$ cat config.mk
export PLATFORM = sky130hd
export DESIGN_NAME = sh24_queue
export DESIGN_NICKNAME = d
export VERILOG_FILES = /design/src/sv/assert_macros.svh /design/src/sv/sh24_pkg.sv /design/src/sv/sh24_queue.sv
export SDC_FILE = /design/constraint.sdc
export NUM_CORES = 1
export LEC_CHECK = 0
export BUFFER_PORTS_ARGS = -buffer_cell sky130_fd_sc_hd__buf_2
export CAP_MARGIN = 15
export CORE_AREA = 2 2 318 163
export CTS_BUF_LIST = sky130_fd_sc_hd__clkbuf_4 sky130_fd_sc_hd__clkbuf_8 sky130_fd_sc_hd__clkbuf_16
export CTS_CLUSTER_DIAMETER = 120
export DETAILED_ROUTE_END_ITERATION = 10
export DIE_AREA = 0 0 320 165
export MAX_ROUTING_LAYER = met4
export PLACE_DENSITY = 0.53
export SYNTH_ARGS = -nofsm -noshare
export SYNTH_HDL_FRONTEND = slang
export SYNTH_SLANG_ARGS = --single-unit
$ cat constraint.sdc
create_clock -name clk -period 25.5 [get_ports clk]
set_clock_uncertainty 0.15 [all_clocks]
set_input_delay 3.825 -clock clk [delete_from_list [all_inputs] [get_ports clk]]
set_output_delay 3.825 -clock clk [all_outputs]
set_load 0.01 [all_outputs]
$ cat src/sv/assert_macros.svh
`ifndef ASSERT_MACROS_SVH
`define ASSERT_MACROS_SVH

// same-cycle implication, checked on every rising edge outside reset
`define ASSERT_SAME(name, ante, cons, msg) \
    name: assert property (@(posedge clk) disable iff (!rst_n) (ante) |-> (cons)) \
        else $error(msg);

// next-cycle implication
`define ASSERT_NEXT(name, ante, cons, msg) \
    name: assert property (@(posedge clk) disable iff (!rst_n) (ante) |=> (cons)) \
        else $error(msg);

`endif

$ cat src/sv/sh24_pkg.sv
`timescale 1ns / 1ps

package sh24_pkg;

    localparam logic [63:0] SIP_C0 = 64'h736f6d6570736575;
    localparam logic [63:0] SIP_C1 = 64'h646f72616e646f6d;
    localparam logic [63:0] SIP_C2 = 64'h6c7967656e657261;
    localparam logic [63:0] SIP_C3 = 64'h7465646279746573;

    localparam logic [63:0] FINAL_XOR = 64'h00000000000000ff;
    localparam int          LEN_SHIFT = 56;
    localparam logic [3:0]  FULL_WORD_BYTES = 4'd8;
    localparam logic [7:0]  FULL_WORD_LEN = 8'd8;

    localparam int          QUEUE_DEPTH = 2;

    localparam int          CFG_INDEX_W = 2;
    localparam logic [CFG_INDEX_W-1:0] CFG_KEY_LOW  = 2'd0;
    localparam logic [CFG_INDEX_W-1:0] CFG_KEY_HIGH = 2'd1;

    typedef struct packed {
        logic [63:0] a;
        logic [63:0] b;
        logic [63:0] c;
        logic [63:0] d;
    } lanes_t;

    // one unit of work for the back end: a block to absorb
    typedef struct packed {
        logic        start;
        logic        fin;
        logic [63:0] word;
        logic [63:0] key_low;
        logic [63:0] key_high;
    } op_t;

    typedef struct packed {
        logic pend;
        logic in_msg;
    } front_status_t;

    function automatic logic [63:0] rotl64(logic [63:0] x, int unsigned s);
        return (x << s) | (x >> (64 - s));
    endfunction

    function automatic lanes_t sip_round(lanes_t v);
        logic [63:0] a;
        logic [63:0] b;
        logic [63:0] c;
        logic [63:0] d;
        a = v.a;
        b = v.b;
        c = v.c;
        d = v.d;
        a = a + b; b = rotl64(b, 13); b = b ^ a; a = rotl64(a, 32);
        c = c + d; d = rotl64(d, 16); d = d ^ c;
        a = a + d; d = rotl64(d, 21); d = d ^ a;
        c = c + b; b = rotl64(b, 17); b = b ^ c; c = rotl64(c, 32);
        return '{a: a, b: b, c: c, d: d};
    endfunction

    function automatic lanes_t sip_init(logic [63:0] k0, logic [63:0] k1);
        return '{a: SIP_C0 ^ k0, b: SIP_C1 ^ k1, c: SIP_C2 ^ k0, d: SIP_C3 ^ k1};
    endfunction

    function automatic lanes_t sip_absorb(lanes_t v, logic [63:0] m);
        lanes_t t;
        t   = v;
        t.d = t.d ^ m;
        t   = sip_round(sip_round(t));
        t.a = t.a ^ m;
        return t;
    endfunction

endpackage

$ cat src/sv/sh24_queue.sv
`timescale 1ns / 1ps

module sh24_queue
    import sh24_pkg::*;
#(
    parameter int DEPTH = QUEUE_DEPTH
)
(
    input  logic clk,
    input  logic rst_n,
    input  logic push,
    input  op_t  push_op,
    input  logic pop,
    output op_t  head,
    output logic empty,
    output logic full
);

    localparam int PTR_W = (DEPTH > 1) ? $clog2(DEPTH) : 1;
    localparam int CNT_W = $clog2(DEPTH + 1);

    op_t              mem [DEPTH];
    logic [PTR_W-1:0] wr_ptr_reg;
    logic [PTR_W-1:0] rd_ptr_reg;
    logic [CNT_W-1:0] count_reg;

    assign empty = (count_reg == '0);
    assign full  = (count_reg == CNT_W'(DEPTH));
    assign head  = mem[rd_ptr_reg];

    function automatic logic [PTR_W-1:0] ptr_inc(logic [PTR_W-1:0] p);
        return (p == PTR_W'(DEPTH - 1)) ? '0 : p + 1'b1;
    endfunction

    always_ff @(posedge clk or negedge rst_n)
    begin
        if (!rst_n)
        begin
            wr_ptr_reg <= '0;
            rd_ptr_reg <= '0;
            count_reg  <= '0;
        end
        else
        begin
            if (push)
            begin
                wr_ptr_reg <= ptr_inc(wr_ptr_reg);
            end
            if (pop)
            begin
                rd_ptr_reg <= ptr_inc(rd_ptr_reg);
            end
            if (push && !pop)
            begin
                count_reg <= count_reg + 1'b1;
            end
            else if (pop && !push)
            begin
                count_reg <= count_reg - 1'b1;
            end
        end
    end

    always_ff @(posedge clk)
    begin
        if (push)
        begin
            mem[wr_ptr_reg] <= push_op;
        end
    end

endmodule

Yosys cells after proc, flatten, opt, wreduce, memory -nomap -nowiden
Memory sizes are Yosys's and may differ from the RTL's. Cells that the tools add are included. W data, S select, Z words.

Equal/unequal tests: 1. Multiplexer cells: 6. $add $sub $neg: 4. Reduce and logical (&&, ||, !) cells: 6.

Operators by type and width (number): $mux W1 (4); $mux W2 (2); $add A1 B1 Y1 const B (2); $add A2 B1 Y2 const B (1); $eq A2 B2 Y1 const B (1); $logic_and A1 B1 Y1 (2); $logic_not A1 Y1 (2); $logic_not A2 Y1 (1); $reduce_bool A2 Y1 (1); $sub A2 B1 Y2 const B (1).

Register bits: 4. Memories kept: 1. Word-level logic and storage cells: 21. Input bits: 198. Bits in writable memories: 388.

Memory list: mem (depth 2, bits a word 194, read ports 1, clocked after memory_dff 0, write ports 1, RTL line sh24_queue.sv:22) `op_t mem [DEPTH];`.

Longest topological paths before layout
Depth after elaboration: 4. Depth in mapped cells: 5.

Worst setup path after synthesis
OpenSTA, ideal clock, no wires.

Path kind: input to register. From: input push. To: memory mem[0][0] (netlist bit) (enable). Setup time: 0.774 ns. Arrival: 12.192 ns. Stages: 1. Slack: 12.383 ns. Path through: nor2b_1.

Cells in the longest elaborated chain, start to end: 2.

RTL lines: start: declaration (RTL line sh24_queue.sv:11) `input logic push,`; $mux W1 (RTL line sh24_queue.sv:66) `if (push)`; $mux W1 (not written as such) (RTL line sh24_queue.sv:68) `mem[wr_ptr_reg] <= push_op;`; end: declaration (RTL line sh24_queue.sv:22).

No other way between the ends.

==> key figures <==
Power and ir drop
  • Lkg Pwr: 7.33 nW
  • Power share of the combinational group: 30.7%
  • Clock power frac: 26.2%
  • Power, Total: 2.09 mW
  • Sw Ratio: 28.8%
  • Worst VDD drop: 0.0523 mV
  • Reg power frac: 43.1%
  • Pwr/cell area: 112 mW/mm2
  • P_sw: 0.603 mW
  • Internal power: 1.49 mW

Synth
  • Mapped cell area: 0.0148 mm2
  • Ranking of synthesized cells by area: edfxtp_1 (79%), mux2_4 (15%), mux2_2 (3.3%), buf_6 (1.4%), dfrtp_1 (0.68%)
  • Syn nets: 819
  • Top cell type's share of synthesized area: 78.7%
  • Post-synth top area cell: edfxtp_1
  • Yosys warning count: 0
  • Seq/Total Area, Yosys: 79.4%
  • Syn avg cell area: 23.9 um2
  • Flops & latches, synth: 392
  • Gate Count Post-Synth: 620
  • Unique cell type count in the Yosys netlist: 13

Cells and area
  • Ratio of cells with drive above 1 in the final layout: 61.4%
  • Multi-input logic area: 0.00284 mm2
  • Area Overhead vs Synth: 26.2%
  • # fillers: 4626
  • Number of flip-flops in the largest register: 388
  • Sequential Area: 0.0118 mm2
  • Nets@finish: 1239
  • Fin util: 37.5%

CTS
  • Max Root-Sink Buffers: 3
  • CTS Root Cell: clkbuf_16
  • Clock transition at path regs: 60 ps
  • # H-tree levels: 2
  • CTS tree: done
  • CTS Buf Count: 39
  • Clk_lat worst skew: 510 ps
  • Post-CTS sizing: 0
  • # Post-CTS Setup Buffers: 0
  • Hold buffer count at cts: 0
  • Clock Sink Count: 392

Routing
  • Vias per std cell: 4.21
  • Post-route ant nets: 0
  • Residual DRC: 0
  • Routed wire length: 36.0 mm
  • DR pass1 iterations: 4
  • DRT iter0 DRCs: 431
  • Routed wire per std cell: 20.7 um
  • Via Count: 7305

STA
  • Tcrit/Tclk final: 29.8%
  • Tightest Pin Transition: 1110 ps
  • Tmin final: 7600 ps
  • Fin. Hold Viols: 0
  • Setup TNS: 0 ps
  • Slew margin rel.: 26.0%
  • RSZ-0062 raised after global routing: false
  • Peak Freq: 131 MHz
  • # setup viols final: 0
  • Max-slew violations: 0

GRT
  • M2 GR Usage: 27.6%
  • First-pass GRT wire length: 49.4 mm
  • Most crowded layer after global routing: met2
  • Number of global-route vias before repair: 7849
  • Gr ovfl total: 0
  • Grt met3 use: 2.37%
  • Tot GR Track Use: 13.3%
  • Largest net degree at the start of global routing: 81
  • Grt met1 use: 11.7%
  • Initial antenna violation count: 11

Critical path
  • Critical Path RT: 21530 ps
  • Startpoint Class: register
  • CP endpoint kind: output port
  • Worst Path Max Fanout: 61
  • Reg2Reg Setup Slack: 22690 ps
  • Worst EP arrival: 3630 ps
  • Crit Path Class: reg -> out
  • Reg2Reg Depth: 3

Floorplan
  • Die height: 165 um
  • Row count: 58
  • Initial Util: 29.7%
  • Die Area: 0.0528 mm2
  • # IOs: 394
  • Die width: 320 um
  • Core area: 0.0498 mm2

Worst hold path
  • Worst min path class: reg -> reg
  • WHS Path Cells: 1

Placement
  • HPWL Detailed: 25.8 mm
  • Port Buf Inserts: 393
  • Routability congestion estimate: 0.844

Job
  • Max-cap violations: 0

Run status
  • Outcome: finished, final reports clean
-- layout make-up --
cell class	count	share of cell area [%]
flip-flops and latches	392	62.9
multi-input cells	205	15.2
repair buffers	401	10.8
clock buffers	48	5.58
well taps	660	4.42
clock inverters	19	0.870
diodes	11	0.147
inverters	1	0.0201
-- logic make-up (layout without fill, tap and decap cells) --
| family | Yosys count | after routing | synth area share [%] |
|---|---|---|---|
| buffers and inverters | 23 | 469 | 1.53 |
| flip-flops | 392 | 392 | 79.4 |
| AND/OR/NAND/NOR | 5 | 5 | 0.177 |
| multiplexers | 194 | 194 | 18.6 |
| adder cells (fa/ha/maj) | 1 | 1 | 0.0845 |
| other | 0 | 11 | 0 |
| XOR/XNOR | 5 | 5 | 0.296 |
-- worst paths after layout --
kind                                     end         start
worst max-delay path               head[103]    rd_ptr_reg
worst min-delay path            count_reg[1]  count_reg[1]
worst max register to register   mem[0][108]    wr_ptr_reg
worst min register to register  count_reg[1]  count_reg[1]
max in group asynchronous         rd_ptr_reg         rst_n
min in group asynchronous         rd_ptr_reg         rst_n
-- metrics by stage --
step                      instance area (um2)  instances  setup WS (ps)  hold WS (ps)
after global placement                  17500       1659          18510           320
after global routing                    18700       1737          17720           352
after CTS                               18700       1726          17870           338
final                                   18700       1737          17900           332
after detailed placement                17500       1659          18430           325
after floorplan                         14800        620          12380           305
-- Yosys cell counts (all sizes together) --
| cell type | n |
|---|---|
| buf | 22 |
| dfrtp | 4 |
| nor2b | 2 |
| xnor2 | 1 |
| ha | 1 |
| inv | 1 |
| and2 | 1 |
| edfxtp | 388 |
| xor2 | 4 |
| mux2 | 194 |
| nor2 | 2 |
-- critical path, cell delays in order (launching register included) --
cell and delay (ps):
dfrtp_4 750, buf_4 920, buf_4 810, mux2_4 360, buf_2 140
-- cell usage in the layout, fill, tap and decap left out, types with 2 or more instances in the layout --
cell         n
buf_2      393
buf_4        8
bufinv_16    3
clkbuf_16   39
clkbuf_4     9
clkinv_1    11
clkinv_2     3
dfrtp_1      3
diode_2     11
edfxtp_1   388
mux2_2      44
mux2_4     150
nor2_1       2
xor2_1       4
-- power by group through the flow --
stage / logic, mW / clock network (mW) / registers [mW]
finish: 0.643 / 0.548 / 0.902
global route: 0.682 / 0.592 / 0.913
CTS: 0.660 / 0.566 / 0.904
detailed placement: 0.658 / 0 / 0.918
global placement: 0.652 / 0 / 0.914
floorplan: 0.449 / 0 / 0.924
-- metal layers --
| layer | vias up | share of wire, % |
|---|---|---|
| met5 | - | 0 |
| met4 | 0 | 2.8 |
| met3 | 58 | 2.5 |
| met2 | 101 | 63 |
| met1 | 3818 | 32 |
| li1 | 3328 | - |
Power figures use the tool's default switching activity.
