## src/sv/assert_macros.svh

```systemverilog
`ifndef ASSERT_MACROS_SVH
`define ASSERT_MACROS_SVH

// same-cycle implication, checked on every rising edge outside reset
`define ASSERT_SAME(name, ante, cons, msg) \
    name: assert property (@(posedge clk) disable iff (!rst_n) (ante) |-> (cons)) \
        else $error(msg);

// next-cycle implication
`define ASSERT_NEXT(name, ante, cons, msg) \
    name: assert property (@(posedge clk) disable iff (!rst_n) (ante) |=> (cons)) \
        else $error(msg);

`endif

```

## src/sv/sh24_pkg.sv

```systemverilog
`timescale 1ns / 1ps

package sh24_pkg;

    localparam logic [63:0] SIP_C0 = 64'h736f6d6570736575;
    localparam logic [63:0] SIP_C1 = 64'h646f72616e646f6d;
    localparam logic [63:0] SIP_C2 = 64'h6c7967656e657261;
    localparam logic [63:0] SIP_C3 = 64'h7465646279746573;

    localparam logic [63:0] FINAL_XOR = 64'h00000000000000ff;
    localparam int          LEN_SHIFT = 56;
    localparam logic [3:0]  FULL_WORD_BYTES = 4'd8;
    localparam logic [7:0]  FULL_WORD_LEN = 8'd8;

    localparam int          QUEUE_DEPTH = 2;

    localparam int          CFG_INDEX_W = 2;
    localparam logic [CFG_INDEX_W-1:0] CFG_KEY_LOW  = 2'd0;
    localparam logic [CFG_INDEX_W-1:0] CFG_KEY_HIGH = 2'd1;

    typedef struct packed {
        logic [63:0] a;
        logic [63:0] b;
        logic [63:0] c;
        logic [63:0] d;
    } lanes_t;

    // one unit of work for the back end: a block to absorb
    typedef struct packed {
        logic        start;
        logic        fin;
        logic [63:0] word;
        logic [63:0] key_low;
        logic [63:0] key_high;
    } op_t;

    typedef struct packed {
        logic pend;
        logic in_msg;
    } front_status_t;

    function automatic logic [63:0] rotl64(logic [63:0] x, int unsigned s);
        return (x << s) | (x >> (64 - s));
    endfunction

    function automatic lanes_t sip_round(lanes_t v);
        logic [63:0] a;
        logic [63:0] b;
        logic [63:0] c;
        logic [63:0] d;
        a = v.a;
        b = v.b;
        c = v.c;
        d = v.d;
        a = a + b; b = rotl64(b, 13); b = b ^ a; a = rotl64(a, 32);
        c = c + d; d = rotl64(d, 16); d = d ^ c;
        a = a + d; d = rotl64(d, 21); d = d ^ a;
        c = c + b; b = rotl64(b, 17); b = b ^ c; c = rotl64(c, 32);
        return '{a: a, b: b, c: c, d: d};
    endfunction

    function automatic lanes_t sip_init(logic [63:0] k0, logic [63:0] k1);
        return '{a: SIP_C0 ^ k0, b: SIP_C1 ^ k1, c: SIP_C2 ^ k0, d: SIP_C3 ^ k1};
    endfunction

    function automatic lanes_t sip_absorb(lanes_t v, logic [63:0] m);
        lanes_t t;
        t   = v;
        t.d = t.d ^ m;
        t   = sip_round(sip_round(t));
        t.a = t.a ^ m;
        return t;
    endfunction

endpackage

```

## src/sv/sh24_back.sv

```systemverilog
`timescale 1ns / 1ps

module sh24_back
    import sh24_pkg::*;
(
    input  logic        clk,
    input  logic        rst_n,
    input  op_t         head,
    input  logic        q_empty,
    output logic        pop,
    output logic        out_valid,
    input  logic        out_ready,
    output logic [63:0] digest
);

    lanes_t      lanes_reg;
    lanes_t      base;
    lanes_t      absorbed;
    lanes_t      s1_reg;
    lanes_t      s2_reg;
    logic        s1_valid_reg;
    logic        s2_valid_reg;
    logic        out_valid_reg;
    logic [63:0] digest_reg;

    logic        out_free;
    logic        s2_ready;
    logic        s1_ready;
    lanes_t      closed;
    lanes_t      s2_calc;
    lanes_t      out_calc;

    assign base     = head.start ? sip_init(head.key_low, head.key_high) : lanes_reg;
    assign absorbed = sip_absorb(base, head.word);

    assign out_free = !out_valid_reg || out_ready;
    assign s2_ready = !s2_valid_reg || out_free;
    assign s1_ready = !s1_valid_reg || s2_ready;

    // a closing block needs room in the finalization pipe
    assign pop = !q_empty && (!head.fin || s1_ready);

    assign closed   = '{a: absorbed.a, b: absorbed.b, c: absorbed.c ^ FINAL_XOR, d: absorbed.d};
    assign s2_calc  = sip_round(sip_round(s1_reg));
    assign out_calc = sip_round(sip_round(s2_reg));

    always_ff @(posedge clk or negedge rst_n)
    begin
        if (!rst_n)
        begin
            s1_valid_reg  <= 1'b0;
            s2_valid_reg  <= 1'b0;
            out_valid_reg <= 1'b0;
        end
        else
        begin
            if (s1_ready)
            begin
                s1_valid_reg <= pop && head.fin;
            end
            if (s2_ready)
            begin
                s2_valid_reg <= s1_valid_reg;
            end
            if (out_free)
            begin
                out_valid_reg <= s2_valid_reg;
            end
        end
    end

    always_ff @(posedge clk)
    begin
        if (pop)
        begin
            lanes_reg <= absorbed;
        end
        if (pop && head.fin)
        begin
            s1_reg <= closed;
        end
        if (s2_ready && s1_valid_reg)
        begin
            s2_reg <= s2_calc;
        end
        if (out_free && s2_valid_reg)
        begin
            digest_reg <= out_calc.a ^ out_calc.b ^ out_calc.c ^ out_calc.d;
        end
    end

    assign out_valid = out_valid_reg;
    assign digest    = digest_reg;

endmodule

```

## config.mk

```make
export PLATFORM = sky130hd
export DESIGN_NAME = sh24_back
export DESIGN_NICKNAME = d
export VERILOG_FILES = /design/src/sv/assert_macros.svh /design/src/sv/sh24_pkg.sv /design/src/sv/sh24_back.sv
export SDC_FILE = /design/constraint.sdc
export NUM_CORES = 2
export LEC_CHECK = 0
export BUFFER_PORTS_ARGS = -buffer_cell sky130_fd_sc_hd__buf_2
export CAP_MARGIN = 20
export CORE_AREA = 2 2 445 447
export CTS_CLUSTER_DIAMETER = 100
export DETAILED_ROUTE_END_ITERATION = 16
export DIE_AREA = 0 0 447 449
export PLACE_DENSITY = 0.8
export SYNTH_ARGS = -nofsm -noshare
export SYNTH_HDL_FRONTEND = slang
export SYNTH_SLANG_ARGS = --single-unit
```

## constraint.sdc

```tcl
create_clock -name clk -period 24.4 [get_ports clk]
set_input_delay 3.66 -clock clk [delete_from_list [all_inputs] [get_ports clk]]
set_output_delay 3.66 -clock clk [all_outputs]
set_load 0.05 [all_outputs]
```

==> impl_metrics.csv, run 1 <==
group,metric,value,unit
outcome,status,"stopped before the end",
outcome,haltStage,"global routing",
outcome,error_line,"[ERROR GRT-0116] Global routing finished with congestion. Check the congestion regions in the DRC Viewer.",
synthesis,yosysTopAreaCell,"edfxtp_1",
clock_network,clk_path_buf_depth,3,
synthesis,yosysTopAreaCellShare,21.3,%
placed_design,placed_area,122000,µm²
global_route,grt_usage,75.6,%
synthesis,synth_area_per_cell,8.79,µm²
floorplanning,start_util,59.7,%
synthesis,synth-main-ff-cell,"edfxtp_1",
clock_network,postCtsSetupBuffers,0,
placed_design,dpl_worst_slack,3110,ps
global_route,grt_max_degree,215,
synthesis,yosysSeqAreaShare,21.4,%
synthesis,ys_ff_latch,835,
placed_design,gp_congestion,1.34,
synthesis,synth_cell_types,103,
global_route,grt_overflow,804,
clock_network,htreeDepth,3,
synthesis,synthCells,13300,
floorplanning,io_pins,264,
placed_design,dp_hpwl,581000,µm
clock_network,ctsRootBufferMaster,"clkbuf_16",
synthesis,netlist_area,117000,µm²
synthesis,netlist_top_cells_area,"edfxtp_1, ha_1, xor2_1, xnor2_1, a21o_1",
floorplanning,die_h,449,µm
synthesis,synth-edff-count,832,
clock_network,cts_resized,0,
floorplanning,rows,163,
clock_network,hold_buffers,0,
synthesis,ys_async_sr_fraction,0.359,%
synthesis,syn_nets,15000,
clock_network,cts_inserted_buffers,96,
synthesis,ys_warn_count,0,
placed_design,io_buffers,263,
global_route,grt_pass1_vias,124000,
global_route,grt_pass1_wl,1090000,µm
floorplanning,die_w,447,µm
clock_network,cts.sinks,835,
==> Yosys cell counts (133+ instances only) <==
master / number
xor2_1: 1582
ha_1: 1442
xnor2_1: 1433
a21oi_1: 1352
a21o_1: 928
edfxtp_1: 832
nor2_1: 713
o21ai_0: 664
nand2_1: 636
inv_1: 633
o21bai_1: 274
nand3_1: 259
nand2b_1: 192
o21a_1: 169
nor2b_1: 168
and3_1: 160
clkbuf_1: 155
a31oi_1: 135
nand4_1: 133
==> routing by layer <==
layer | GRT usage, % | overflow
met2 | 90.4 | 436
met4 | 75.2 | 325
met3 | 59.7 | 25
met5 | 21.8 | 6
met1 | 78.0 | 12
==> metrics by stage <==
step | std cells | util (%) | hold WS (ps)
after global placement | 16200 | 62.3 | 555
after floorplan | 13300 | - | 489
after CTS | 16400 | 64.0 | 609
after detailed placement | 16200 | 62.3 | 594
==> kinds of logic after synthesis <==
| kind of cell | Yosys count | synth area share, % |
|---|---|---|
| flip-flops | 835 | 21.4 |
| AND/OR/NAND/NOR | 2694 | 11.3 |
| buffers and inverters | 810 | 2.61 |
| multiplexers | 164 | 1.44 |
| AO/OA/AOI/OAI | 4253 | 23.4 |
| adder cells (fa/ha/maj) | 1468 | 15.8 |
| XOR/XNOR | 3086 | 23.9 |
==> run 2: changes to the inputs <==
Settings changed: CORE_AREA 2 2 445 447 to 2 2 544 546, CTS_CLUSTER_DIAMETER 100 to not set, DIE_AREA 0 0 447 449 to 0 0 546 548, PLACE_DENSITY 0.8 to not set, PLACE_DENSITY_LB_ADDON set to 0.15.
==> impl_metrics.csv, run 2 <==
group,metric,value,unit
outcome,violations,"max-capacitance violations",
layout,drive_gt1_share,6.99,%
synthesis,netlist_area,117000,µm²
synthesis,ys_warn_count,0,
timing,rsz0062_at_grt,"false",
clock_network,insertion_delay,980,ps
synthesis,ys_ff_latch,835,
clock_network,ctsRootBufferMaster,"clkbuf_16",
floorplanning,io_pins,264,
timing,fin_skew,132,ps
drt,route.detailed.drc,0,
floorplanning,die_w,546,µm
drt,viasPerCell,6.63,
critical_path,slowest_delay,880,ps
clock_network,cts_tree,"built",
floorplanning,die_h,548,µm
critical_path,worstPathRequired,25080,ps
timing,finalSetupTns,0,ps
global_route,grt_pass1_vias,107000,
run,cap_viol_max_count,1,
drt,wirelength,799000,µm
synthesis,ys_async_sr_fraction,0.359,%
global_route,grt_usage,51.3,%
placed_design,gp_congestion,1.21,
drt,drt-initial-drc-count,18900,
clock_network,htreeDepth,3,
synthesis,yosysTopAreaCell,"edfxtp_1",
synthesis,synth_cell_types,103,
timing,relSlewSlack,0.883,%
critical_path,endpoint_kind,"register",
clock_network,clk_pin_slew,70,ps
clock_network,cts.sinks,835,
global_route,grt_pass1_wl,1020000,µm
clock_network,clk_path_buf_depth,4,
synthesis,netlist_top_cells_area,"edfxtp_1, ha_1, xor2_1, xnor2_1, a21o_1",
worst_hold_path,hold_class,"register to register",
drt,wire_per_inst,44.6,µm
outcome,status,"finished with violations",
clock_network,cts_inserted_buffers,105,
layout,final_common_cell,"xor2_1",
layout,area_growth,10.5,%
placed_design,dp_hpwl,707000,µm
floorplanning,rows,199,
drt,vias,119000,
synthesis,synthTopCellsByCount,"xor2_1, ha_1, xnor2_1, a21oi_1, a21o_1",
layout,fin_nets,15500,
floorplanning,dieArea,299000,µm²
synthesis,yosysMostFrequentCell,"xor2_1",
timing,slew_violations,0,
layout,fin_cells,17900,
placed_design,io_buffers,263,
critical_path,critPathMaxFanout,92,
placed_design,dpl_worst_slack,2350,ps
global_route,grt_max_degree,166,
synthesis,yosysSeqAreaShare,21.4,%
drt,ant_nets,0,
layout,final_cell_mix,"xor2_1, ha_1, xnor2_1, a21oi_1, a21o_1",
drt,drt_pass1_iterations,6,
critical_path,crit_type,"primary input to register",
timing,tightestPinTransition,1470,ps
timing,setup_violations,0,
layout,fill_cells,29700,
timing,period_share,91.9,%
critical_path,arrival,23100,ps
timing,report.final.hold_viol_count,0,
placed_design,placedCellCount,17600,
clock_network,cts_resized,0,
clock_network,hold_buffers,0,
timing,fin_crit,22420,ps
synthesis,synth-main-ff-cell,"edfxtp_1",
synthesis,synth-edff-count,832,
synthesis,synth_area_per_cell,8.79,µm²
timing,finalWorstSetupSlack,1980,ps
synthesis,syn_nets,15000,
critical_path,cp_common_cell,"a21oi_1",
clock_network,postCtsSetupBuffers,0,
global_route,antenna_found_initial,88,
floorplanning,core-area,293000,µm²
global_route,grt_overflow,0,
floorplanning,start_util,39.9,%
synthesis,synthCells,13300,
timing,fmax,44.6,MHz
critical_path,slowest_stage,"xnor2_1",
synthesis,yosysTopAreaCellShare,21.3,%
critical_path,cp-start-kind,"primary input",
layout,final_util,44.1,%
==> run 2: cell counts after synthesis <==
No cell type changed its count.
==> run 2: worst max-delay path, delay by kind of cell <==
family / cells / cell delay (ps)
compound gates: 27 / 9180
fa+ha+maj: 5 / 2150
buf+inv: 7 / 2090
xor+xnor: 7 / 3740
mux: 1 / 180
simple gates: 7 / 1970
==> run 2: layout make-up <==
cell class	count	area, µm²	share of cell area [%]
multi-input cells	11700	89400	69.1
flip-flops and latches	835	25100	19.4
well taps	3919	4900	3.79
repair buffers	590	3930	3.04
clock buffers	115	2670	2.06
inverters	633	2380	1.84
clock inverters	74	773	0.598
diodes	77	193	0.149
==> run 2: path summary, 6_finish.rpt <==
| check | startpoint | end | slack, ps | depth (start not counted) |
|---|---|---|---|---|
| max | head[193] | s1_reg[63] | 1980 | 54 |
| min | s1_valid_reg | s2_valid_reg | 590 | 1 |
| max reg2reg | lanes_reg[0] | s1_reg[63] | 5170 | 56 |
| min reg2reg | s1_valid_reg | s2_valid_reg | 590 | 1 |
| max in group asynchronous | rst_n | out_valid | 21810 | 1 |
| min in group asynchronous | rst_n | s1_valid_reg | 2480 | 1 |
==> run 2: layer usage <==
metal  wire length, µm  vias up  GRT usage (%)
li1                  -    49800              -
met1            282000    57200           57.6
met2            324000     8908           74.4
met3             88700     2814           15.9
met4            105000       32           54.5
met5               337        -          0.253
==> run 2: cell families after synthesis <==
kind of cell / count (synthesis) / synth area share (%)
fa+ha+maj: 1468 / 15.8
simple gates: 2694 / 11.3
mux: 164 / 1.44
flops: 835 / 21.4
compound gates: 4253 / 23.4
buf+inv: 810 / 2.61
xor+xnor: 3086 / 23.9
==> run 2: per-stage QoR <==
stage / hold WS (ps) / area, µm²
after CTS: 584 / 129000
after floorplan: 489 / 117000
after global routing: 613 / 129000
after global placement: 562 / 125000
after detailed placement: 569 / 125000
final: 590 / 129000
Power of run 2 is not shown: default switching activity piles up to over one toggle a cycle in this logic, so the estimate is an artifact.
