--- src/sv/assert_macros.svh ---
`ifndef ASSERT_MACROS_SVH
`define ASSERT_MACROS_SVH

// same-cycle implication, checked on every rising edge outside reset
`define ASSERT_SAME(name, ante, cons, msg) \
    name: assert property (@(posedge clk) disable iff (!rst_n) (ante) |-> (cons)) \
        else $error(msg);

// next-cycle implication
`define ASSERT_NEXT(name, ante, cons, msg) \
    name: assert property (@(posedge clk) disable iff (!rst_n) (ante) |=> (cons)) \
        else $error(msg);

`endif

--- src/sv/sh24_pkg.sv ---
`timescale 1ns / 1ps

package sh24_pkg;

    localparam logic [63:0] SIP_C0 = 64'h736f6d6570736575;
    localparam logic [63:0] SIP_C1 = 64'h646f72616e646f6d;
    localparam logic [63:0] SIP_C2 = 64'h6c7967656e657261;
    localparam logic [63:0] SIP_C3 = 64'h7465646279746573;

    localparam logic [63:0] FINAL_XOR = 64'h00000000000000ff;
    localparam int          LEN_SHIFT = 56;
    localparam logic [3:0]  FULL_WORD_BYTES = 4'd8;
    localparam logic [7:0]  FULL_WORD_LEN = 8'd8;

    localparam int          QUEUE_DEPTH = 2;

    localparam int          CFG_INDEX_W = 2;
    localparam logic [CFG_INDEX_W-1:0] CFG_KEY_LOW  = 2'd0;
    localparam logic [CFG_INDEX_W-1:0] CFG_KEY_HIGH = 2'd1;

    typedef struct packed {
        logic [63:0] a;
        logic [63:0] b;
        logic [63:0] c;
        logic [63:0] d;
    } lanes_t;

    // one unit of work for the back end: a block to absorb
    typedef struct packed {
        logic        start;
        logic        fin;
        logic [63:0] word;
        logic [63:0] key_low;
        logic [63:0] key_high;
    } op_t;

    typedef struct packed {
        logic pend;
        logic in_msg;
    } front_status_t;

    function automatic logic [63:0] rotl64(logic [63:0] x, int unsigned s);
        return (x << s) | (x >> (64 - s));
    endfunction

    function automatic lanes_t sip_round(lanes_t v);
        logic [63:0] a;
        logic [63:0] b;
        logic [63:0] c;
        logic [63:0] d;
        a = v.a;
        b = v.b;
        c = v.c;
        d = v.d;
        a = a + b; b = rotl64(b, 13); b = b ^ a; a = rotl64(a, 32);
        c = c + d; d = rotl64(d, 16); d = d ^ c;
        a = a + d; d = rotl64(d, 21); d = d ^ a;
        c = c + b; b = rotl64(b, 17); b = b ^ c; c = rotl64(c, 32);
        return '{a: a, b: b, c: c, d: d};
    endfunction

    function automatic lanes_t sip_init(logic [63:0] k0, logic [63:0] k1);
        return '{a: SIP_C0 ^ k0, b: SIP_C1 ^ k1, c: SIP_C2 ^ k0, d: SIP_C3 ^ k1};
    endfunction

    function automatic lanes_t sip_absorb(lanes_t v, logic [63:0] m);
        lanes_t t;
        t   = v;
        t.d = t.d ^ m;
        t   = sip_round(sip_round(t));
        t.a = t.a ^ m;
        return t;
    endfunction

endpackage

--- src/sv/sh24_front.sv ---
`timescale 1ns / 1ps

module sh24_front
    import sh24_pkg::*;
(
    input  logic                   clk,
    input  logic                   rst_n,
    input  logic                   cfg_valid,
    output logic                   cfg_ready,
    input  logic [CFG_INDEX_W-1:0] cfg_index,
    input  logic [63:0]            cfg_data,
    input  logic                   in_valid,
    output logic                   in_ready,
    input  logic [63:0]            message_word,
    input  logic [3:0]             byte_count,
    input  logic                   last,
    output logic                   push,
    output op_t                    push_op,
    input  logic                   q_full,
    output front_status_t          status
);

    logic [63:0] key_low_reg;
    logic [63:0] key_high_reg;
    logic [7:0]  len_reg;
    logic [7:0]  len_next;
    logic        in_msg_reg;
    logic        in_msg_next;
    logic        pend_reg;
    logic        pend_next;
    logic [63:0] pend_word_reg;
    logic [63:0] pend_word_next;

    logic        accept;
    logic [3:0]  cnt_sat;
    logic        full_last;
    logic [7:0]  len_base;
    logic [7:0]  len_tail;
    logic [7:0]  len_word;
    logic [63:0] byte_mask;
    logic [63:0] tail_block;

    assign cfg_ready = 1'b1;
    assign in_ready  = !q_full && !pend_reg;
    assign accept    = in_valid && in_ready;

    assign cnt_sat   = (byte_count > FULL_WORD_BYTES) ? FULL_WORD_BYTES : byte_count;
    assign full_last = last && (cnt_sat == FULL_WORD_BYTES);
    assign len_base  = in_msg_reg ? len_reg : 8'd0;
    assign len_tail  = len_base + {4'd0, cnt_sat};
    assign len_word  = len_base + FULL_WORD_LEN;

    always_comb
    begin
        for (int i = 0; i < 8; i++)
        begin
            byte_mask[i*8 +: 8] = (4'(i) < cnt_sat) ? 8'hff : 8'h00;
        end
    end

    assign tail_block = (message_word & byte_mask) | ({56'd0, len_tail} << LEN_SHIFT);

    always_comb
    begin
        push_op.key_low  = key_low_reg;
        push_op.key_high = key_high_reg;
        if (pend_reg)
        begin
            // length-only block behind a full last word
            push          = !q_full;
            push_op.start = 1'b0;
            push_op.fin   = 1'b1;
            push_op.word  = pend_word_reg;
        end
        else
        begin
            push          = accept;
            push_op.start = !in_msg_reg;
            push_op.fin   = last && !full_last;
            push_op.word  = (!last || full_last) ? message_word : tail_block;
        end
    end

    always_comb
    begin
        len_next       = len_reg;
        in_msg_next    = in_msg_reg;
        pend_next      = pend_reg;
        pend_word_next = pend_word_reg;
        if (pend_reg && !q_full)
        begin
            pend_next = 1'b0;
        end
        if (accept)
        begin
            in_msg_next    = !last;
            len_next       = (last && !full_last) ? len_tail : len_word;
            pend_next      = full_last;
            pend_word_next = {56'd0, len_word} << LEN_SHIFT;
        end
    end

    always_ff @(posedge clk or negedge rst_n)
    begin
        if (!rst_n)
        begin
            key_low_reg  <= '0;
            key_high_reg <= '0;
            len_reg      <= '0;
            in_msg_reg   <= 1'b0;
            pend_reg     <= 1'b0;
        end
        else
        begin
            if (cfg_valid && cfg_ready)
            begin
                unique case (cfg_index)
                    CFG_KEY_LOW:  key_low_reg  <= cfg_data;
                    CFG_KEY_HIGH: key_high_reg <= cfg_data;
                    default:      ;
                endcase
            end
            len_reg    <= len_next;
            in_msg_reg <= in_msg_next;
            pend_reg   <= pend_next;
        end
    end

    always_ff @(posedge clk)
    begin
        pend_word_reg <= pend_word_next;
    end

    assign status.pend   = pend_reg;
    assign status.in_msg = in_msg_reg;

endmodule

--- config.mk ---
export PLATFORM = sky130hd
export DESIGN_NAME = sh24_front
export DESIGN_NICKNAME = d
export VERILOG_FILES = /design/src/sv/assert_macros.svh /design/src/sv/sh24_pkg.sv /design/src/sv/sh24_front.sv
export SDC_FILE = /design/constraint.sdc
export NUM_CORES = 1
export LEC_CHECK = 0
export BUFFER_PORTS_ARGS = -buffer_cell sky130_fd_sc_hd__buf_2
export CAP_MARGIN = 20
export CORE_AREA = 2 2 167 103
export CTS_CLUSTER_DIAMETER = 60
export DETAILED_ROUTE_END_ITERATION = 6
export DIE_AREA = 0 0 169 105
export GPL_ROUTABILITY_DRIVEN = 0
export PLACE_DENSITY = 0.79
export RECOVER_POWER = 25
export SKIP_CTS_REPAIR_TIMING = 1
export SLEW_MARGIN = 10
export SYNTH_ARGS = -nofsm -noshare
export SYNTH_HDL_FRONTEND = slang
export SYNTH_SLANG_ARGS = --single-unit
export TNS_END_PERCENT = 10
--- constraint.sdc ---
create_clock -name clk -period 2.79 [get_ports clk]
set_input_delay 0.279 -clock clk [delete_from_list [all_inputs] [get_ports clk]]
set_output_delay 0.279 -clock clk [all_outputs]
set_load 0.02 [all_outputs]
# [Word-level counts from Yosys, hierarchy flattened]
# Index checks and enable logic that the tools add are counted.
[totals] output_inout_bits=199 inputBits=140 ff_bits=146
[op_classes] magnitude_cmp=9 eq_ne=2 reduce_logical=15 n_mux=16 n_addsub=2 n_bitwise=2
[ops] operator="8-bit two-way mux" n=10
[ops] operator="66-bit two-way mux" n=1
[ops] operator="64-bit bitwise AND" n=1
[ops] operator="64-bit two-way mux" n=1
[ops] operator="64-bit bitwise OR" n=1
[ops] operator="3-bit by 4-bit less-than comparator with 1-bit output, first input constant" n=4
[ops] operator="8-bit by 4-bit adder with 8-bit output" n=1
[ops] operator="8-bit by 4-bit adder with 8-bit output, second input constant" n=1
[ops] operator="1-bit by 4-bit less-than comparator with 1-bit output, first input constant" n=2
[ops] operator="2-bit by 4-bit less-than comparator with 1-bit output, first input constant" n=2
[ops] operator="1-bit logical AND" n=5
[ops] operator="1-bit zero test" n=5
[ops] operator="4-bit equality test, second input constant" n=1
[ops] operator="4-bit greater-than comparator, second input constant" n=1
[ops] operator="4-bit two-way mux" n=1
[ops] operator="2-bit AND reduction" n=2
[ops] operator="1-bit two-way mux" n=3
[ops] operator="2-bit by 1-bit equality test with 1-bit output, second input constant" n=1
[ops] operator="2-bit zero test" n=1
[ops] operator="2-bit nonzero test" n=1
[ops] operator="1-bit logical OR" n=1

# [Logic depth before layout (Yosys ltp)]
# Gate-level depths: netlist of the first run.
[depth] depth_word=8 depth_mapped=10 depth_no_buf=9

# [Worst setup path before layout of the first run]
# Ideal clock, no wire load.
[synth_timing] path_type="register to output" from="reg in_msg_reg" to="out push_op[188] (netlist name)" arrival_time_ns=2.540 path_slack_ns=-0.029 stages_incl_launch_ff=11 required_time_ns=2.511 path_buffers=2 cell_sequence="dfrtp_1 -> clkbuf_1 -> clkbuf_1 -> and2_1 -> ha_1 -> inv_1 -> fa_1 -> nor2b_1 -> o21ai_0 -> a2111o_1 -> nand3_1"
[synth_lines] element="start, declared" line="sh24_front.sv:27" rtl="logic in_msg_reg;"
[synth_lines] element="start signal, assigned" line="sh24_front.sv:124" rtl="in_msg_reg <= in_msg_next;"
[synth_lines] element="end, declared" line="sh24_front.sv:18" rtl="output op_t push_op,"

==> results_dict.tcl, run 1 <==
set metrics [dict create \
    combPwrFrac_pct 27.9 \
    ys.flop_type "dfrtp_1" \
    antenna_found_initial 1 \
    worstMarginPinSlew_ps 769 \
    cp.arrival_ps 2420 \
    period_minus_slack_ps 2700 \
    status "complete, no violations" \
    fillers 1389 \
    startpoint_type "register" \
    synth_nets 653 \
    via_per_inst 4.88 \
    path_max_fanout 4 \
    yosysUniqueCellTypes 51 \
    dr.first_iter.drc_count 296 \
    nNetsFinal 992 \
    area_growth_pct 40.0 \
    cts_buffers 17 \
    route.vias.total 5212 \
    crit_path_end_kind "primary output" \
    worstSetupPathType "register to primary output" \
    synth_cells 507 \
    p_leak_nw 4.50 \
    p_per_area_mw_per_mm2 746 \
    slew_viol_final 0 \
    io_buffers 337 \
    dr.pass1.iters 4 \
    finalCritPeriodShare_pct 96.8 \
    switchingPower_mw 2.30 \
    grt_pass1_wl_um 28400 \
    cts.reportedPaths.clkPinSlew_ps 70 \
    rsz0062_at_grt "true" \
    maxCapViolCount 0 \
    postSynthAreaPerCell_um2 12.9 \
    vdd_drop_max_mv 0.407 \
    routed_wl_um 18200 \
    grt_max_degree 65 \
    internal_power_mw 4.55 \
    diodes 0 \
    grt_overflow 0 \
    first_global_vias 5207 \
    hpwlAfterDp_um 13800 \
    synth-async-reset-ratio_pct 94.5 \
    drive_gt1_share_pct 61.4 \
    clockBufferDepth 2 \
    dieArea_mm2 0.0177 \
    hp-class "input port to register" \
    clkPwrFrac_pct 32.2 \
    htreeDepth 4 \
    clock_latency_ps 400 \
    io_pins 339 \
    yosysWarningCount 0 \
    hold_ws_ps 111 \
    groute.usage.overall_pct 20.4 \
    tns_ps 0 \
    wl_per_cell_um 17.0 \
    worst_clock_skew_ps 4.46 \
    die_h_um 105 \
    core_mm2 0.0161 \
    clock_sinks 146 \
    root_buffer "clkbuf_16" \
    synth_edf_count 8 \
    total_power_mw 6.85 \
    tritoncts "done" \
    post_synth_instance_area_mm2 0.00656 \
    ys_ff_latch 146 \
    drc_errors 0 \
    dieWidth_um 169 \
    rows 36 \
    finalHoldViolations 0 \
    pwr-share-seq_pct 39.9 \
    maxClockFrequency_ghz 0.370 \
    swShare_pct 33.6 \
    crit_required_ps 2510 \
    setup_violations 0 \
    start_util_pct 40.7 \
    ant_nets 0 \
    slew_headroom_pct 48.5 \
    synth.yosys.seq_area_share_pct 56.3 \
]
==> cell families after synthesis <==
logic type	count (synthesis)	synth area share (%)
buffers and inverters	38	2.75
XOR/XNOR	3	0.401
multiplexers	132	22.6
adder cells (fa/ha/maj)	6	1.26
AO/OA/AOI/OAI	49	5.04
AND/OR/NAND/NOR	132	11.6
flip-flops	146	56.3
other	1	0.0572
==> final timing paths <==
path	from	endpoint	slack, ps	cells past startpoint
worst min register to register	key_high_reg[14]	key_high_reg[14]	500	1
min in group asynchronous	rst_n	key_high_reg[49]	430	2
worst min-delay path	cfg_data[20]	key_high_reg[20]	110	2
max in group asynchronous	rst_n	key_high_reg[28]	1610	3
worst max-delay path	in_msg_reg	push_op[188]	90	9
worst max register to register	pend_reg	len_reg[4]	510	5
==> final cells by class <==
class	instances	area [um2]	area share, %
multi-input cells	323	2790	30.3
inverters	8	30.0	0.327
flip-flops and latches	146	3690	40.2
well taps	209	262	2.85
repair buffers	350	1830	19.9
clock buffers	20	467	5.08
clock inverters	12	115	1.25
==> critical path, stage by stage, from the launching register on <==
cell      delay (ps)
dfrtp_1          380
and2_4           170
ha_4             160
inv_1             60
fa_2             420
nor2b_4          150
o21ai_1           90
a2111o_1         370
nand3_1           80
buf_4            140
==> layer usage <==
metal | track usage (%) | wire, um | vias to the layer above
met5 | 0 | 13 | -
met2 | 31.1 | 8410 | 163
met3 | 5.61 | 1370 | 17
li1 | - | - | 2467
met1 | 28.9 | 8190 | 2563
met4 | 5.01 | 187 | 2
==> metrics by stage <==
stage,cell area (um2),util (%),setup WS [ps],cells
finish,9180,56.9,90.3,1068
global route,9180,56.9,-25.7,1068
CTS,9050,56.1,-138,1065
detailed placement,8470,52.5,216,1033
global placement,8470,52.5,251,1033
floorplan,6560,-,48.6,507
==> cells in the mapped netlist (all sizes together), types with 2 or more instances <==
cell,count,share of area (%)
dfrtp,138,53
a21o,2,0.23
buf,19,1.7
nand2,18,1.0
o22ai,2,0.19
and2,60,5.7
a31oi,2,0.19
edfxtp,8,3.7
and3,4,0.38
mux2,129,22
a21oi,17,1.3
nand4,3,0.29
a21boi,2,0.29
nor3b,6,0.69
nor2,12,0.69
clkbuf,11,0.63
xnor2,2,0.27
o21ai,8,0.61
nand3,7,0.53
nor3,3,0.23
nand2b,6,0.57
nor2b,6,0.57
mux2i,3,0.46
a211o,2,0.27
o2bb2ai,3,0.40
o211ai,2,0.31
ha,5,0.95
inv,7,0.40
a221oi,2,0.27
==> cells in the final DEF, fill, tap and decap left out, types with 3 or more instances in the layout <==
master,n
mux2_2,129
nor2_1,12
mux2i_1,3
and2_1,59
inv_8,3
buf_2,335
nand4_1,3
nand2_1,17
nor3b_1,5
nor2b_1,5
ha_4,3
clkbuf_16,17
nor3_1,3
edfxtp_1,8
dfrtp_1,138
o2bb2ai_1,3
a21oi_1,15
inv_6,4
inv_1,7
o21ai_0,6
nand2b_1,6
and3_1,4
nand3_1,7
buf_4,10
clkbuf_8,3
==> power by group through the flow <==
stage               registers (mW)  clock network [mW]  logic, mW
detailed placement            2.76                   0       1.89
global placement              2.74                   0       1.87
global route                  2.78                2.36       2.03
finish                        2.73                2.20       1.91
CTS                           2.73                2.27       1.90
floorplan                     3.19                   0      0.700
No activity file was read; power rests on OpenSTA's default activity.
==> run 2: changes to the inputs <==
CORE_AREA = 2 2 169 105   (was 2 2 167 103)
CTS_BUF_LIST = sky130_fd_sc_hd__clkbuf_4 sky130_fd_sc_hd__clkbuf_8   (was default)
DIE_AREA = 0 0 171 107   (was 0 0 169 105)
PLACE_DENSITY = 0.77   (was 0.79)
==> run 2 against run 1 <==
Net effect:
- combinational power about the same
- flip-flop and latch count unchanged
- wire length down 2.1%
- highest routed layer unchanged
- largest cell class unchanged
- largest power group unchanged
- utilization down 3.0 points
- non-clock buffer count up 3
- maximum frequency up 1.2%
- global-route usage down 1.4 points
- sequential power about the same
- power down 8.4%
==> results_dict.tcl, run 2 (synthesis results as in run 1) <==
set metrics [dict create \
    status "complete, no violations" \
    clockBufferDepth 2 \
    io_pins 339 \
    crit_family "adder cells" \
    grt_max_degree 86 \
    switchingPower_mw 2.22 \
    cts.reportedPaths.clkPinSlew_ps 100 \
    tritoncts "done" \
    whs_path_depth 2 \
    diodes 0 \
    wl_per_cell_um 16.2 \
    routed_wl_um 17800 \
    first_global_vias 5145 \
    die_h_um 107 \
    most-common-layout-cells "buf_2, dfrtp_1, mux2_2, and2_1" \
    dr.pass1.iters 5 \
    hp-class "input port to register" \
    path_cells "and2_4, ha_4, inv_1, fa_2, nor2b_4, o21ai_2, a2111o_1, nand3_2, buf_6" \
    rsz0062_at_grt "true" \
    start_util_pct 39.1 \
    htreeDepth 4 \
    place_area_mm2 0.00850 \
    worst_clock_skew_ps 13.5 \
    grt_overflow 0 \
    regArea_mm2 0.00369 \
    path_buf_inv 2 \
    nNetsFinal 995 \
    crit_required_ps 2510 \
    crit_path_end_kind "primary output" \
    cpMaxStageDelayCell "fa_2" \
    maxClockFrequency_ghz 0.375 \
    utilization_pct 53.9 \
    pre_cts_slack_ps 165 \
    via_per_inst 4.78 \
    cp.depth 9 \
    r2r_cells 5 \
    finalHoldViolations 0 \
    dp.cells 1060 \
    dieWidth_um 171 \
    vdd_drop_max_mv 0.317 \
    mostFrequentLayoutCell "buf_2" \
    pwr-share-seq_pct 43.5 \
    clock_sinks 146 \
    tns_ps 0 \
    clock_latency_ps 420 \
    area_growth_pct 37.8 \
    setup_violations 0 \
    root_buffer "clkbuf_8" \
    maxCapViolCount 0 \
    antenna_found_initial 1 \
    worstMarginPinSlew_ps 773 \
    groute.usage.overall_pct 19.0 \
    worstSetupPathType "register to primary output" \
    total_power_mw 6.27 \
    drive_gt1_share_pct 61.7 \
    multi_input_comb_area_mm2 0.00279 \
    core_mm2 0.0168 \
    internal_power_mw 4.05 \
    rows 37 \
    p_leak_nw 4.42 \
    hpwlAfterDp_um 13300 \
    p_per_area_mw_per_mm2 693 \
    critPathMaxStageDelay_ps 420 \
    drc_errors 0 \
    ant_nets 0 \
    setup_slack_ps 121 \
    final_area_mm2 0.00904 \
    slew_headroom_pct 48.5 \
    cts_buffers 17 \
    cp.arrival_ps 2390 \
    finalCritPeriodShare_pct 95.7 \
    route.vias.total 5234 \
    period_minus_slack_ps 2670 \
    swShare_pct 35.5 \
    dr.first_iter.drc_count 344 \
    grt_pass1_wl_um 27300 \
    dieArea_mm2 0.0183 \
    slew_viol_final 0 \
    hold_ws_ps 93.5 \
    path_max_fanout 4 \
    startpoint_type "register" \
    combPwrFrac_pct 30.5 \
    clkPwrFrac_pct 26.0 \
    final_cells 1096 \
    io_buffers 337 \
    fillers 1488 \
]
run 2: cell types whose count changed in the layout (fill, tap and decap cells not counted), moves of 2 or more:
cell,previous run,this run
buf_2,335,333
buf_4,10,14
buf_6,1,4
clkbuf_16,17,0
clkbuf_8,3,17
clkinvlp_4,1,4
run 2: power by group through the flow:
stage | Clock, mW | Combinational [mW] | Sequential [mW]
3_3_place_gp | 0 | 1.86 | 2.74
2_1_floorplan | 0 | 0.700 | 3.19
6_report | 1.63 | 1.91 | 2.73
4_1_cts | 1.70 | 1.89 | 2.73
3_5_place_dp | 0 | 1.89 | 2.77
5_1_grt | 1.79 | 2.05 | 2.78
run 2: routing by layer:
layer	wire, um	up-vias	track usage (%)
li1	-	2464	-
met2	7870	175	27.8
met4	148	2	4.54
met1	8310	2579	27.0
met5	13	-	0
met3	1440	14	6.46
run 2: cell type report:
cell class,instances,share of cell area [%]
Timing Repair Buffer,353,20.4
Multi-Input combinational cell,323,30.9
Clock inverter,14,1.59
Clock buffer,18,2.67
Tap cell,234,3.24
Sequential cell,146,40.9
Inverter,8,0.332
run 2: final timing paths:
check / startpoint / end / slack, ps
max: in_msg_reg / push_op[188] / 120
min: cfg_data[6] / key_low_reg[6] / 90
max reg2reg: pend_reg / len_reg[5] / 710
min reg2reg: key_high_reg[50] / key_high_reg[50] / 500
max in group asynchronous: rst_n / key_high_reg[39] / 1520
min in group asynchronous: rst_n / key_low_reg[51] / 470
